==> src/rtl/core/gsa_pkg.sv <==
package gsa_pkg;

    // Default pool size
    localparam int GSA_SLOTS = 64;

    // Word layout widths
    localparam int CMD_W    = 3;
    localparam int HIDX_W   = 16;
    localparam int GEN_W    = 32;
    localparam int CODE_W   = 3;
    localparam int SIDX_W   = 6;
    localparam int CNT_W    = 7;
    localparam int S_DATA_W = 56;
    localparam int M_DATA_W = 48;

    // Command codes
    localparam logic [CMD_W-1:0] CMD_ALLOC = 3'd0;
    localparam logic [CMD_W-1:0] CMD_FREE  = 3'd1;
    localparam logic [CMD_W-1:0] CMD_CHECK = 3'd2;
    localparam logic [CMD_W-1:0] CMD_COUNT = 3'd3;
    localparam logic [CMD_W-1:0] CMD_CLEAR = 3'd4;

    // Slot status codes
    localparam logic [CODE_W-1:0] ST_READY     = 3'd0;
    localparam logic [CODE_W-1:0] ST_COMPLETED = 3'd4;

    // Datapath operation issued by the controller each cycle
    typedef enum logic [3:0] {
        DP_NONE,
        DP_LOAD,
        DP_INIT,
        DP_STACK_RD,
        DP_ALLOC_GEN,
        DP_ALLOC_RES,
        DP_HANDLE_RD,
        DP_HANDLE_DONE,
        DP_WALK_START,
        DP_WALK,
        DP_OUT
    } t_dp_op;

    // Datapath status seen by the controller
    typedef struct packed {
        logic [CMD_W-1:0] cmd;
        logic             depth_zero;
        logic             walk_last;
        logic             out_free;
    } t_dp_stat;

endpackage

==> src/rtl/core/generational_slot_allocator_core.sv <==
// Generational slot allocator: a pool of SLOTS slots handed out as
// (index, generation) handles from a LIFO free stack.
// Input channel s_*: one command word per item. s_tuser carries the command
// (allocate, free, check, count, clear); s_tdata carries the handle and the
// status code to count. Output channel m_*: one result word per command.
// Steps per command: allocate pops the stack top, then reads that slot's
// generation, unless the stack is empty; free and check read the handle's
// status and generation; count and clear walk every slot; an unknown
// command goes straight to the result. One command is in flight at a time;
// the next word is taken in the cycle after the result is loaded.
// The steps come from the registered read of the slot memories (stack,
// then generation for allocate) and from the one-entry-per-cycle walk over
// the status and generation memories for count and clear.
// After reset the block runs a clearing pass over every slot that rebuilds
// the free stack and zeroes every generation; s_tready stays low meanwhile.
// The result sits in an output register: a stalled receiver holds it, the
// next command is still accepted and worked, and only its result waits
// until the register frees.
module generational_slot_allocator_core #(
    parameter int SLOTS = gsa_pkg::GSA_SLOTS
) (
    input  logic                         i_clk,
    input  logic                         i_rst_n,
    input  logic                         s_tvalid,
    output logic                         s_tready,
    // s_tdata: handle_index[15:0], handle_generation[47:16],
    //          status_code[50:48], zero pad[55:51]
    input  logic [gsa_pkg::S_DATA_W-1:0] s_tdata,
    // s_tuser: cmd[2:0]
    input  logic [gsa_pkg::CMD_W-1:0]    s_tuser,
    output logic                         m_tvalid,
    input  logic                         m_tready,
    // m_tdata: ok[0], slot_index[6:1], generation[38:7], count[45:39],
    //          zero pad[47:46]
    output logic [gsa_pkg::M_DATA_W-1:0] m_tdata
);
    import gsa_pkg::*;

    t_dp_op   dp_op;
    t_dp_stat dp_stat;

    gsa_ctrl u_ctrl (
        .i_clk    (i_clk),
        .i_rst_n  (i_rst_n),
        .s_tvalid (s_tvalid),
        .s_tready (s_tready),
        .i_stat   (dp_stat),
        .o_op     (dp_op)
    );

    gsa_dpath #(
        .SLOTS (SLOTS)
    ) u_dpath (
        .i_clk    (i_clk),
        .i_rst_n  (i_rst_n),
        .i_op     (dp_op),
        .o_stat   (dp_stat),
        .s_tdata  (s_tdata),
        .s_tuser  (s_tuser),
        .m_tvalid (m_tvalid),
        .m_tready (m_tready),
        .m_tdata  (m_tdata)
    );

endmodule

==> src/rtl/core/gsa_ctrl.sv <==
module gsa_ctrl (
    input  logic              i_clk,
    input  logic              i_rst_n,
    input  logic              s_tvalid,
    output logic              s_tready,
    input  gsa_pkg::t_dp_stat i_stat,
    output gsa_pkg::t_dp_op   o_op
);
    import gsa_pkg::*;

    typedef enum logic [7:0] {
        S_INIT    = 8'b0000_0001,
        S_IDLE    = 8'b0000_0010,
        S_DECODE  = 8'b0000_0100,
        S_ALLOC_A = 8'b0000_1000,
        S_ALLOC_B = 8'b0001_0000,
        S_HANDLE  = 8'b0010_0000,
        S_WALK    = 8'b0100_0000,
        S_RESP    = 8'b1000_0000
    } t_state;

    t_state r_state;
    t_state n_state;

    // Advance state
    always_ff @(posedge i_clk) begin
        if (!i_rst_n) begin
            r_state <= S_INIT;
        end else begin
            r_state <= n_state;
        end
    end

    assign s_tready = (r_state == S_IDLE);

    // Sequence the datapath per command
    always_comb begin
        n_state = r_state;
        o_op    = DP_NONE;
        unique case (r_state)
            S_INIT: begin
                o_op = DP_INIT;
                if (i_stat.walk_last) begin
                    n_state = S_IDLE;
                end
            end
            S_IDLE: begin
                if (s_tvalid) begin
                    o_op    = DP_LOAD;
                    n_state = S_DECODE;
                end
            end
            S_DECODE: begin
                case (i_stat.cmd) inside
                    CMD_ALLOC: begin
                        if (i_stat.depth_zero) begin
                            n_state = S_RESP;
                        end else begin
                            o_op    = DP_STACK_RD;
                            n_state = S_ALLOC_A;
                        end
                    end
                    CMD_FREE, CMD_CHECK: begin
                        o_op    = DP_HANDLE_RD;
                        n_state = S_HANDLE;
                    end
                    CMD_COUNT, CMD_CLEAR: begin
                        o_op    = DP_WALK_START;
                        n_state = S_WALK;
                    end
                    default: begin
                        n_state = S_RESP;
                    end
                endcase
            end
            S_ALLOC_A: begin
                o_op    = DP_ALLOC_GEN;
                n_state = S_ALLOC_B;
            end
            S_ALLOC_B: begin
                o_op    = DP_ALLOC_RES;
                n_state = S_RESP;
            end
            S_HANDLE: begin
                o_op    = DP_HANDLE_DONE;
                n_state = S_RESP;
            end
            S_WALK: begin
                o_op = DP_WALK;
                if (i_stat.walk_last) begin
                    n_state = S_RESP;
                end
            end
            S_RESP: begin
                if (i_stat.out_free) begin
                    o_op    = DP_OUT;
                    n_state = S_IDLE;
                end
            end
            default: begin
                n_state = S_INIT;
            end
        endcase
    end

endmodule

==> src/rtl/core/gsa_dpath.sv <==
module gsa_dpath #(
    parameter int SLOTS = gsa_pkg::GSA_SLOTS
) (
    input  logic                          i_clk,
    input  logic                          i_rst_n,
    input  gsa_pkg::t_dp_op               i_op,
    output gsa_pkg::t_dp_stat             o_stat,
    input  logic [gsa_pkg::S_DATA_W-1:0]  s_tdata,
    input  logic [gsa_pkg::CMD_W-1:0]     s_tuser,
    output logic                          m_tvalid,
    input  logic                          m_tready,
    output logic [gsa_pkg::M_DATA_W-1:0]  m_tdata
);
    import gsa_pkg::*;

    localparam int IW = (SLOTS > 1) ? $clog2(SLOTS) : 1;
    localparam int CW = $clog2(SLOTS + 1);
    localparam logic [IW-1:0]     LAST    = IW'(SLOTS - 1);
    localparam logic [CW-1:0]     FULL    = CW'(SLOTS);
    localparam logic [HIDX_W:0]   SLOTS_X = (HIDX_W + 1)'(SLOTS);

    // Slot memories
    logic [CODE_W-1:0] r_stat_mem  [SLOTS];
    logic [GEN_W-1:0]  r_gen_mem   [SLOTS];
    logic [IW-1:0]     r_stack_mem [SLOTS];
    logic [CODE_W-1:0] r_stat_q;
    logic [GEN_W-1:0]  r_gen_q;
    logic [IW-1:0]     r_stack_q;

    logic              stat_we, stat_re, gen_we, gen_re, stack_we, stack_re;
    logic [IW-1:0]     stat_waddr, stat_raddr, gen_waddr, gen_raddr;
    logic [IW-1:0]     stack_waddr, stack_raddr;
    logic [CODE_W-1:0] stat_wdata;
    logic [GEN_W-1:0]  gen_wdata;
    logic [IW-1:0]     stack_wdata;

    // Item and result registers
    logic [CMD_W-1:0]  r_cmd, n_cmd;
    logic [HIDX_W-1:0] r_idx, n_idx;
    logic [GEN_W-1:0]  r_hgen, n_hgen;
    logic [CODE_W-1:0] r_code, n_code;
    logic              r_ok, n_ok;
    logic [IW-1:0]     r_slot, n_slot;
    logic [GEN_W-1:0]  r_sgen, n_sgen;
    logic [CW-1:0]     r_cnt, n_cnt;
    logic [CW-1:0]     r_depth, n_depth;
    logic [IW-1:0]     r_prev, n_prev;
    logic              r_m_valid;
    logic [M_DATA_W-1:0] r_m_data, n_m_data;

    logic              walk_last, in_range, live, depth_full;
    logic [IW-1:0]     idx_addr, prev_inc;
    logic [CW-1:0]     depth_dec;
    logic [IW+SIDX_W-1:0] slot_ext;
    logic [CW+CNT_W-1:0]  cnt_ext;

    // Memory write and registered read
    always_ff @(posedge i_clk) begin
        if (stat_we) begin
            r_stat_mem[stat_waddr] <= stat_wdata;
        end
        if (stat_re) begin
            r_stat_q <= r_stat_mem[stat_raddr];
        end
        if (gen_we) begin
            r_gen_mem[gen_waddr] <= gen_wdata;
        end
        if (gen_re) begin
            r_gen_q <= r_gen_mem[gen_raddr];
        end
        if (stack_we) begin
            r_stack_mem[stack_waddr] <= stack_wdata;
        end
        if (stack_re) begin
            r_stack_q <= r_stack_mem[stack_raddr];
        end
    end

    assign walk_last  = (r_prev == LAST);
    assign prev_inc   = r_prev + 1'b1;
    assign depth_dec  = r_depth - 1'b1;
    assign depth_full = (r_depth == FULL);
    assign in_range   = ({1'b0, r_idx} < SLOTS_X);
    assign idx_addr   = in_range ? r_idx[IW-1:0] : '0;
    assign live       = in_range && (r_stat_q != ST_COMPLETED) && (r_gen_q == r_hgen);
    assign slot_ext   = {{SIDX_W{1'b0}}, r_slot};
    assign cnt_ext    = {{CNT_W{1'b0}}, r_cnt};

    // Decode the operation into memory accesses and register updates
    always_comb begin
        stat_we     = 1'b0;
        stat_re     = 1'b0;
        gen_we      = 1'b0;
        gen_re      = 1'b0;
        stack_we    = 1'b0;
        stack_re    = 1'b0;
        stat_waddr  = r_prev;
        stat_raddr  = '0;
        gen_waddr   = r_prev;
        gen_raddr   = '0;
        stack_waddr = r_prev;
        stack_raddr = depth_dec[IW-1:0];
        stat_wdata  = ST_COMPLETED;
        gen_wdata   = r_gen_q + 1'b1;
        stack_wdata = LAST - r_prev;
        n_cmd       = r_cmd;
        n_idx       = r_idx;
        n_hgen      = r_hgen;
        n_code      = r_code;
        n_ok        = r_ok;
        n_slot      = r_slot;
        n_sgen      = r_sgen;
        n_cnt       = r_cnt;
        n_depth     = r_depth;
        n_prev      = r_prev;
        n_m_data    = r_m_data;
        unique case (i_op)
            DP_NONE: begin
            end
            DP_LOAD: begin
                n_cmd  = s_tuser;
                n_idx  = s_tdata[HIDX_W-1:0];
                n_hgen = s_tdata[HIDX_W+GEN_W-1:HIDX_W];
                n_code = s_tdata[HIDX_W+GEN_W+CODE_W-1:HIDX_W+GEN_W];
                n_ok   = 1'b0;
                n_slot = '0;
                n_sgen = '0;
                n_cnt  = '0;
            end
            DP_INIT: begin
                // rebuild one entry per cycle after reset
                stat_we   = 1'b1;
                gen_we    = 1'b1;
                gen_wdata = '0;
                stack_we  = 1'b1;
                n_prev    = prev_inc;
                if (walk_last) begin
                    n_prev  = '0;
                    n_depth = FULL;
                end
            end
            DP_STACK_RD: begin
                // pop the top index
                stack_re = 1'b1;
                n_depth  = depth_dec;
            end
            DP_ALLOC_GEN: begin
                gen_re     = 1'b1;
                gen_raddr  = r_stack_q;
                stat_we    = 1'b1;
                stat_waddr = r_stack_q;
                stat_wdata = ST_READY;
                n_slot     = r_stack_q;
            end
            DP_ALLOC_RES: begin
                n_ok   = 1'b1;
                n_sgen = r_gen_q;
            end
            DP_HANDLE_RD: begin
                stat_re    = 1'b1;
                stat_raddr = idx_addr;
                gen_re     = 1'b1;
                gen_raddr  = idx_addr;
            end
            DP_HANDLE_DONE: begin
                if (r_cmd == CMD_CHECK) begin
                    n_ok = live;
                end else if (live && !depth_full) begin
                    // retire the slot and push its index
                    gen_we      = 1'b1;
                    gen_waddr   = idx_addr;
                    stat_we     = 1'b1;
                    stat_waddr  = idx_addr;
                    stack_we    = 1'b1;
                    stack_waddr = r_depth[IW-1:0];
                    stack_wdata = idx_addr;
                    n_depth     = r_depth + 1'b1;
                    n_ok        = 1'b1;
                end
            end
            DP_WALK_START: begin
                n_ok       = 1'b1;
                n_prev     = '0;
                stat_re    = 1'b1;
                gen_re     = 1'b1;
            end
            DP_WALK: begin
                // handle entry r_prev, fetch the next one
                if (!walk_last) begin
                    stat_re    = 1'b1;
                    stat_raddr = prev_inc;
                    gen_re     = 1'b1;
                    gen_raddr  = prev_inc;
                    n_prev     = prev_inc;
                end else begin
                    n_prev = '0;
                end
                if (r_cmd == CMD_COUNT) begin
                    if (r_stat_q == r_code) begin
                        n_cnt = r_cnt + 1'b1;
                    end
                end else begin
                    stat_we  = 1'b1;
                    gen_we   = 1'b1;
                    stack_we = 1'b1;
                    if (walk_last) begin
                        n_depth = FULL;
                    end
                end
            end
            DP_OUT: begin
                n_m_data = {2'b00, cnt_ext[CNT_W-1:0], r_sgen,
                            slot_ext[SIDX_W-1:0], r_ok};
            end
            default: begin
            end
        endcase
    end

    // Control registers
    always_ff @(posedge i_clk) begin
        if (!i_rst_n) begin
            r_depth   <= FULL;
            r_prev    <= '0;
            r_m_valid <= 1'b0;
        end else begin
            r_depth <= n_depth;
            r_prev  <= n_prev;
            if (i_op == DP_OUT) begin
                r_m_valid <= 1'b1;
            end else if (m_tready) begin
                r_m_valid <= 1'b0;
            end
        end
    end

    // Payload registers
    always_ff @(posedge i_clk) begin
        r_cmd    <= n_cmd;
        r_idx    <= n_idx;
        r_hgen   <= n_hgen;
        r_code   <= n_code;
        r_ok     <= n_ok;
        r_slot   <= n_slot;
        r_sgen   <= n_sgen;
        r_cnt    <= n_cnt;
        r_m_data <= n_m_data;
    end

    assign o_stat.cmd        = r_cmd;
    assign o_stat.depth_zero = (r_depth == '0);
    assign o_stat.walk_last  = walk_last;
    assign o_stat.out_free   = !r_m_valid || m_tready;
    assign m_tvalid          = r_m_valid;
    assign m_tdata           = r_m_data;

endmodule

==> config.mk <==
export PLATFORM = sky130hd
export DESIGN_NAME = generational_slot_allocator_core
export DESIGN_NICKNAME = d
export VERILOG_FILES = /design/src/rtl/core/gsa_pkg.sv /design/src/rtl/core/generational_slot_allocator_core.sv /design/src/rtl/core/gsa_ctrl.sv /design/src/rtl/core/gsa_dpath.sv
export SDC_FILE = /design/constraint.sdc
export NUM_CORES = 2
export LEC_CHECK = 0
export BUFFER_PORTS_ARGS = -buffer_cell sky130_fd_sc_hd__buf_2
export CAP_MARGIN = 15
export CELL_PAD_IN_SITES_DETAIL_PLACEMENT = 2
export CELL_PAD_IN_SITES_GLOBAL_PLACEMENT = 2
export CORE_ASPECT_RATIO = 1.75
export CORE_UTILIZATION = 30
export DETAILED_ROUTE_END_ITERATION = 16
export PLACE_DENSITY_LB_ADDON = 0.15
export SYNTH_ARGS = -nofsm -noshare
export SYNTH_HDL_FRONTEND = slang
export SYNTH_SLANG_ARGS = --single-unit
==> constraint.sdc <==
create_clock -name i_clk -period 5.65 [get_ports i_clk]
set_clock_uncertainty 0.1 [all_clocks]
set_input_delay 0.2825 -clock i_clk [delete_from_list [all_inputs] [get_ports i_clk]]
set_output_delay 0.2825 -clock i_clk [all_outputs]
set_load 0.1 [all_outputs]
Word-level counts from Yosys, hierarchy flattened
Memory sizes are Yosys's and may differ from the RTL's. A register that Yosys moved wholly into a read port is not among the register bits.
Cells that the tools add are included.
{"block": "word_totals", "inputBits": 63, "output_inout_bits": 50, "word_cells": 148, "regBits": 168, "ram_bits": 2624, "mem_count": 3}
{"block": "op_classes", "muxes": 61, "reduce_logical": 27, "add_sub_neg": 6, "order_cmp": 1, "eq_ne": 37}
{"memory": "u_dpath.r_gen_mem", "words": 64, "width": 32, "rd": 1, "rd_clocked_by_memory_dff": 1, "wr": 1, "line": "gsa_dpath.sv:24", "text": "logic [GEN_W-1:0] r_gen_mem [SLOTS];"}
{"memory": "u_dpath.r_stack_mem", "words": 64, "width": 6, "rd": 1, "rd_clocked_by_memory_dff": 1, "wr": 1, "line": "gsa_dpath.sv:25", "text": "logic [IW-1:0] r_stack_mem [SLOTS];"}
{"memory": "u_dpath.r_stat_mem", "words": 64, "width": 3, "rd": 1, "rd_clocked_by_memory_dff": 1, "wr": 1, "line": "gsa_dpath.sv:23", "text": "logic [CODE_W-1:0] r_stat_mem [SLOTS];"}
{"cell": "6-bit two-way mux", "n": 11}
{"cell": "8-bit two-way mux", "n": 8}
{"cell": "32-bit case mux with 2 select lines", "n": 1}
{"cell": "8-bit case mux with 7 select lines", "n": 1}
{"cell": "6-bit case mux with 2 select lines", "n": 4}
{"cell": "7-bit two-way mux", "n": 6}
{"cell": "32-bit by 1-bit adder with 32-bit output (second input constant)", "n": 1}
{"cell": "32-bit == test", "n": 1}
{"cell": "32-bit two-way mux", "n": 1}
{"cell": "4-bit case mux with 8 select lines", "n": 1}
{"cell": "7-bit case mux with 4 select lines", "n": 1}
{"cell": "6-bit case mux with 3 select lines", "n": 1}
{"cell": "4-bit by 3-bit == test with 1-bit output (second input constant)", "n": 4}
{"cell": "16-bit by 7-bit less-than comparator with 1-bit output (second input constant)", "n": 1}
{"cell": "4-bit two-way mux", "n": 4}
{"cell": "7-bit by 1-bit adder with 7-bit output (second input constant)", "n": 2}
{"cell": "1-bit two-way mux", "n": 14}
{"cell": "7-bit case mux with 2 select lines", "n": 1}
{"cell": "2-bit OR reduction", "n": 7}
{"cell": "4-bit == test (second input constant)", "n": 3}
{"cell": "2-bit inequality test (second input constant)", "n": 5}
{"cell": "2-bit nonzero test", "n": 5}
{"cell": "1-bit case mux with 3 select lines", "n": 3}
{"cell": "4-bit by 2-bit == test with 1-bit output (second input constant)", "n": 2}
{"cell": "other kinds (35)", "n": 44}

Longest topological paths before layout
{"block": "logic_depth", "depth_word": 11, "ltp_mapped": 17, "ltp_nobuf": 11}

Cells and area by module
A second synthesis with hierarchy kept.
{"block": "hier_totals", "hier_cells": 6822, "area_unflattened_um2": 107095.2}
{"module": "gsa_dpath", "instances": 1, "area_each_um2": 106490.9, "cells_each": 6747, "seq_area_each_um2": 80787.5}
{"module": "gsa_ctrl", "instances": 1, "area_each_um2": 604.3, "cells_each": 75, "seq_area_each_um2": 160.2}

Worst setup path before layout
OpenSTA, ideal clock, no wires.
{"block": "synth_timing", "path_kind": "reg-to-reg", "start": "reg u_dpath.r_depth[0]", "end": "mem u_dpath.r_stack_mem[0][0] in the netlist's numbering, data pin", "path_stages_with_launch": 14, "period_less_slack_ns": 5.986, "setup_ns": 0.702, "path_buffers": 6, "slack_ns": -0.336, "t_required_ns": 4.848, "arrival_time_ns": 5.184, "path_cell_list": "dfxtp_1 clkbuf_1 buf_1 inv_1 ha_1 nor3b_1 and2_1 nand2_1 and3_1 clkbuf_1 clkbuf_1 buf_1 clkbuf_1 o21ai_0"}
{"block": "synth_via", "elab_chain_len": 6, "word_cells_on_any_way": 11, "cone_classes": "eq/ne: 2; mux: 6; reduce/logical: 3"}
{"element": "start, declared", "line": "gsa_dpath.sv:46", "text": "logic [CW-1:0] r_depth, n_depth;"}
{"element": "start signal, assigned", "line": "gsa_dpath.sv:227", "text": "r_depth <= n_depth;"}
{"element": "7-bit zero test or 7-bit == test (tied branches)", "line": "gsa_dpath.sv:251, gsa_dpath.sv:82"}
{"element": "2-bit two-way mux or 1-bit zero test (tied branches)", "line": "gsa_ctrl.sv:56, gsa_dpath.sv:168"}
{"element": "4-bit two-way mux or 1-bit logical AND (tied branches)", "line": "gsa_ctrl.sv:54, gsa_dpath.sv:168"}
{"element": "4-bit case mux with 8 select lines or 6-bit two-way mux (tied branches)", "line": "gsa_ctrl.sv:40, gsa_dpath.sv:168"}
{"element": "4-bit by 3-bit == test with 1-bit output or 6-bit two-way mux (tied branches)", "line": "gsa_dpath.sv:117, gsa_dpath.sv:166"}
{"element": "6-bit two-way mux *", "line": "gsa_dpath.sv:117", "text": "unique case (i_op)"}
{"element": "via u_dpath.stack_wdata[0]", "line": "gsa_dpath.sv:35", "text": "logic [IW-1:0] stack_wdata;"}
{"element": "end, declared", "line": "gsa_dpath.sv:25"}
The timed path passes the listed nets; every way through them passes the cells marked *.

Final worst setup path
{"block": "layout_timing", "start": "reg u_ctrl.r_state[0]", "end": "reg u_dpath.r_gen_q[21], read port of u_dpath.r_gen_mem, data pin"}
{"block": "layout_via", "elab_chain_len": 5, "word_cells_on_any_way": 16, "cone_classes": "eq/ne: 12; mux: 3; reduce/logical: 1"}
{"element": "start, declared", "line": "gsa_ctrl.sv:22", "text": "t_state r_state;"}
{"element": "start signal, assigned", "line": "gsa_ctrl.sv:30", "text": "r_state <= n_state;"}
{"element": "8-bit == test (tied with other cells)", "line": "gsa_ctrl.sv:40", "text": "unique case (r_state)"}
{"element": "4-bit case mux with 8 select lines *", "line": "gsa_ctrl.sv:40"}
{"element": "4-bit by 3-bit == test with 1-bit output or 4-bit == test (tied branches)", "line": "gsa_dpath.sv:117"}
{"element": "3-bit OR reduction (no source line)"}
{"element": "1-bit case mux with 2 select lines", "line": "gsa_dpath.sv:117"}
{"element": "end, declared", "line": "gsa_dpath.sv:27", "text": "logic [GEN_W-1:0] r_gen_q;"}
Every way passes the cells marked *; elsewhere a longest branch is shown, timed or not.
A chain may end at the register's enable or synchronous reset.

==> flow_summary.ini <==
[outcome]
status = completed

[clock_tree]
clk_path_buf_depth = 4
cts-root-buf = clkbuf_16
cts.sinks = 2703
clk_latency_ns = 0.88
numCtsBuffers = 272
cts_max_level = 5
cts_tree = done
cts_setup_buffers = 0
cts.reportedPaths.clkPinSlew_ns = 0.06

[sta]
fin_crit_ns = 5.54
hold_violations = 0
slew_headroom = 0.127
fmax_mhz = 180
timing.final.ws_setup_ns = 0.108
tightest_slew_ns = 1.31
final_max_slew_viol_count = 0
setup_viol = 0
rsz0062_at_grt = no
period_share = 0.981

[global_route]
antenna_found_initial = 27
grt_pass1_wl_um = 578000
grt_pass1_vias = 72700
grt_max_degree = 100
grt_overflow = 0
grtUsageTotal = 0.229

[die]
die_h_um = 793
ios = 113
die-area_um2 = 360000
initial_core_util = 0.301
rows = 290
core_um2 = 356000
die_w_um = 454

[pwr]
power.internal_uw = 34500
power_frac_comb = 0.106
power.density_nw_per_um2 = 368
leakage_uw = 0.0431
p_sw_uw = 12200
vdd.ir_drop.worst_mv = 0.301
total_power_uw = 46700
swShare = 0.261
p_clk_frac = 0.381
pwr-share-seq = 0.513

[placed_design]
hpwl_um = 265000
gp_congestion = 0.818
io_buffer_count = 105
preCtsSetupSlack_ns = -0.0985

[setup_path]
r2r-end = u_dpath.r_gen_q[21]
crit_slowest_cell = a2111oi_1
crit_fanout = 38
arrival_ns = 6.06
reg2reg_depth = 11
startpoint_type = flop
timing.critical_path.to_type = flop
worst_r2r_startpoint = u_ctrl.r_state[0]
max_stage_delay_ns = 0.84
r2r_slack_ns = 0.11
critPathKind = flop to flop
cp.required_ns = 6.17
worstPathCellList = or4_1, or4_1, or4_1, and3_4, buf_4, mux2i_1, mux2i_1, a2111oi_1, buf_4, a32oi_2, and3_1
crit_top_cell = or4_1

[layout]
drive_gt1_frac = 0.153
multi_input_area_um2 = 25500
seq_area_um2 = 81000
utilization = 0.356
nNetsFinal = 7814
area_growth_pct = 18.3
num-fill-cells = 35800

[yosys]
seq_area_frac_synth = 0.754
synth_edf_count = 2681
async_flop_share = 0
synth_area_um2 = 107000
ys_types = 73
yosysTopAreaCell = edfxtp_1
ys_ff_latch = 2703
synthTopCellsByArea = edfxtp_1 (75%), nand2_1 (5.1%), mux2i_1 (3.7%)
synth.avg_cell_area_um2 = 14.8
yosysWarnings = 0
synth_top_area_share = 0.750
synth-main-ff-cell = edfxtp_1
postSynthCellCount = 7238

[detailed_routing]
drtPass1Iterations = 5
viasPerCell = 5.19
drt-initial-drc-count = 3849
wl_per_cell_um = 32.7
wl_um = 418000
drcViolationCount = 0
antenna_left = 0
vias = 66300

[min_path]
hold_end = u_dpath.r_depth[6]
min_path_cells = 3
hold_class = primary input to flop
holdCritStartpoint = i_rst_n

[flow_run]
max-cap-violations = 0
==> per-layer routing <==
metal | vias to the layer above | global-route usage | routed length (um)
met4 | 6 | 0.106 | 20600
met3 | 545 | 0.0215 | 11900
met2 | 1238 | 0.438 | 229000
met1 | 35800 | 0.252 | 156000
li1 | 28700 | - | -
met5 | - | 0 | 41
==> critical path: cells and delay by family, from the launching register on <==
| kind | cells | cell delay [ns] |
|---|---|---|
| compound gates | 2 | 1.16 |
| buf+inv | 2 | 0.63 |
| flops | 1 | 0.39 |
| mux | 2 | 0.34 |
| simple gates | 5 | 2.59 |
==> timing repair <==
action                                 4_1_cts  5_1_grt
resized for setup                            1        1
hold buffers                               112        0
pin swaps                                    0        0
setup endpoints to repair                    1        1
endpoints found under the hold margin       74        0
==> stage by stage <==
step / instances / area [um2] / TNS (ns) / hold WS [ns]
3_3_place_gp: 12000 / 117000 / -0.0913 / 0.307
3_5_place_dp: 12000 / 117000 / -0.0985 / 0.306
2_1_floorplan: 7239 / 107000 / -107.50 / 0.244
4_1_cts: 12600 / 127000 / 0 / 0.112
5_1_grt: 12800 / 127000 / 0 / 0.179
6_report: 12800 / 127000 / 0 / 0.172
==> power by group through the flow <==
stage | Combinational (uW) | Sequential, uW | Clock (uW)
2_1_floorplan | 1670 | 24400 | 0
3_3_place_gp | 4800 | 24400 | 0
3_5_place_dp | 4940 | 24400 | 0
4_1_cts | 5010 | 24000 | 18200
5_1_grt | 5080 | 24000 | 18800
6_report | 4930 | 24000 | 17800
==> synth_stat cells, types with 8 or more instances <==
| library cell | count |
|---|---|
| a221oi_1 | 9 |
| nand4_1 | 34 |
| o211ai_1 | 29 |
| a21oi_1 | 325 |
| buf_2 | 66 |
| dfxtp_1 | 22 |
| or3_1 | 8 |
| or2_2 | 10 |
| nand2b_1 | 14 |
| buf_1 | 64 |
| a21o_1 | 14 |
| and3_1 | 151 |
| a22oi_1 | 73 |
| a31oi_1 | 92 |
| a32oi_1 | 27 |
| nor2b_1 | 8 |
| o21ai_1 | 9 |
| nor3_1 | 35 |
| a211oi_1 | 98 |
| and4_1 | 20 |
| clkbuf_1 | 299 |
| nor4_1 | 21 |
| xnor2_1 | 22 |
| inv_1 | 20 |
| nor2_1 | 297 |
| nand2_1 | 1457 |
| o21ai_0 | 60 |
| mux2i_1 | 394 |
| a2111oi_0 | 64 |
| a311oi_1 | 18 |
| xor2_1 | 53 |
| mux4_2 | 126 |
| edfxtp_1 | 2681 |
| nand3_1 | 503 |
==> layout by cell type (no fill, tap or decap), types with 14 or more instances in the layout <==
master / synthesis / layout
a311oi_1: 18 / 18
buf_12: 0 / 65
nand2_1: 1457 / 1453
and4_1: 20 / 18
nand2b_1: 14 / 14
inv_1: 20 / 19
a21oi_1: 325 / 323
o21ai_0: 60 / 53
a211oi_1: 98 / 97
edfxtp_1: 2681 / 2681
nor2_4: 0 / 101
bufinv_16: 0 / 15
and3_1: 151 / 149
clkinv_1: 1 / 53
dlygate4sd3_1: 0 / 112
nor2_1: 297 / 196
a2111oi_0: 64 / 60
nand3_1: 503 / 500
diode_2: 0 / 157
nor4_1: 21 / 20
xnor2_1: 22 / 20
nor3_1: 35 / 33
clkbuf_1: 299 / 53
a31oi_1: 92 / 92
o211ai_1: 29 / 29
a22oi_1: 73 / 73
buf_2: 66 / 105
clkbuf_16: 0 / 277
a32oi_1: 27 / 26
mux4_2: 126 / 126
nand4_1: 34 / 34
buf_4: 6 / 394
clkinv_2: 0 / 43
mux2i_1: 394 / 394
dfxtp_1: 22 / 21
xor2_1: 53 / 53
==> logic make-up (layout without fill, tap and decap cells) <==
kind of cell    count (synthesis)  count (layout)  synth area share
compound gates                879             879            0.0535
xor+xnor                       75              75           0.00612
fa+ha+maj                       5               5          0.000583
buf+inv                       464            1168            0.0177
flops                        2703            2703             0.754
mux                           522             522            0.0634
other cells                     1             159         0.0000349
simple gates                 2589            2589             0.105
==> worst max-delay path by stage <==
stage                             from                        end  slack [ns]  cells past startpoint
floorplan           u_dpath.r_depth[0]  u_dpath.r_stack_mem[0][0]       -0.34                     13
global placement     u_ctrl.r_state[0]         u_dpath.r_gen_q[7]       -0.09                     12
detailed placement   u_ctrl.r_state[0]         u_dpath.r_gen_q[7]        -0.1                     12
CTS                  u_ctrl.r_state[0]        u_dpath.r_gen_q[21]        0.02                     11
global route         u_ctrl.r_state[0]        u_dpath.r_gen_q[21]        0.03                     11
finish               u_ctrl.r_state[0]        u_dpath.r_gen_q[21]        0.11                     11
==> final cells by class <==
class                   instances  share of cell area
well taps                    4672              0.0460
clock inverters               139             0.00896
repair buffers                676              0.0465
flip-flops and latches       2703               0.637
multi-input cells            4072               0.201
inverters                      21            0.000621
clock buffers                 332              0.0564
diodes                        157             0.00309
==> state kept, by name (all words and copies together) (netlist names), 3 cells and up <==
name and flops:
u_dpath.r_hgen 32, u_dpath.r_cnt 7, u_dpath.r_gen_mem 2048, u_dpath.r_sgen 32, u_dpath.r_stack_mem 384, u_dpath.r_cmd 3, u_ctrl.r_state 8, u_dpath.r_stack_q 6
u_dpath.r_slot 6, u_dpath.r_idx 16, u_dpath.r_depth 7, u_dpath.m_tdata 46, u_dpath.r_gen_q 32, u_dpath.r_stat_mem 64, u_dpath.r_prev 6, u_dpath.r_code 3
(Power assumes the default switching activity.)
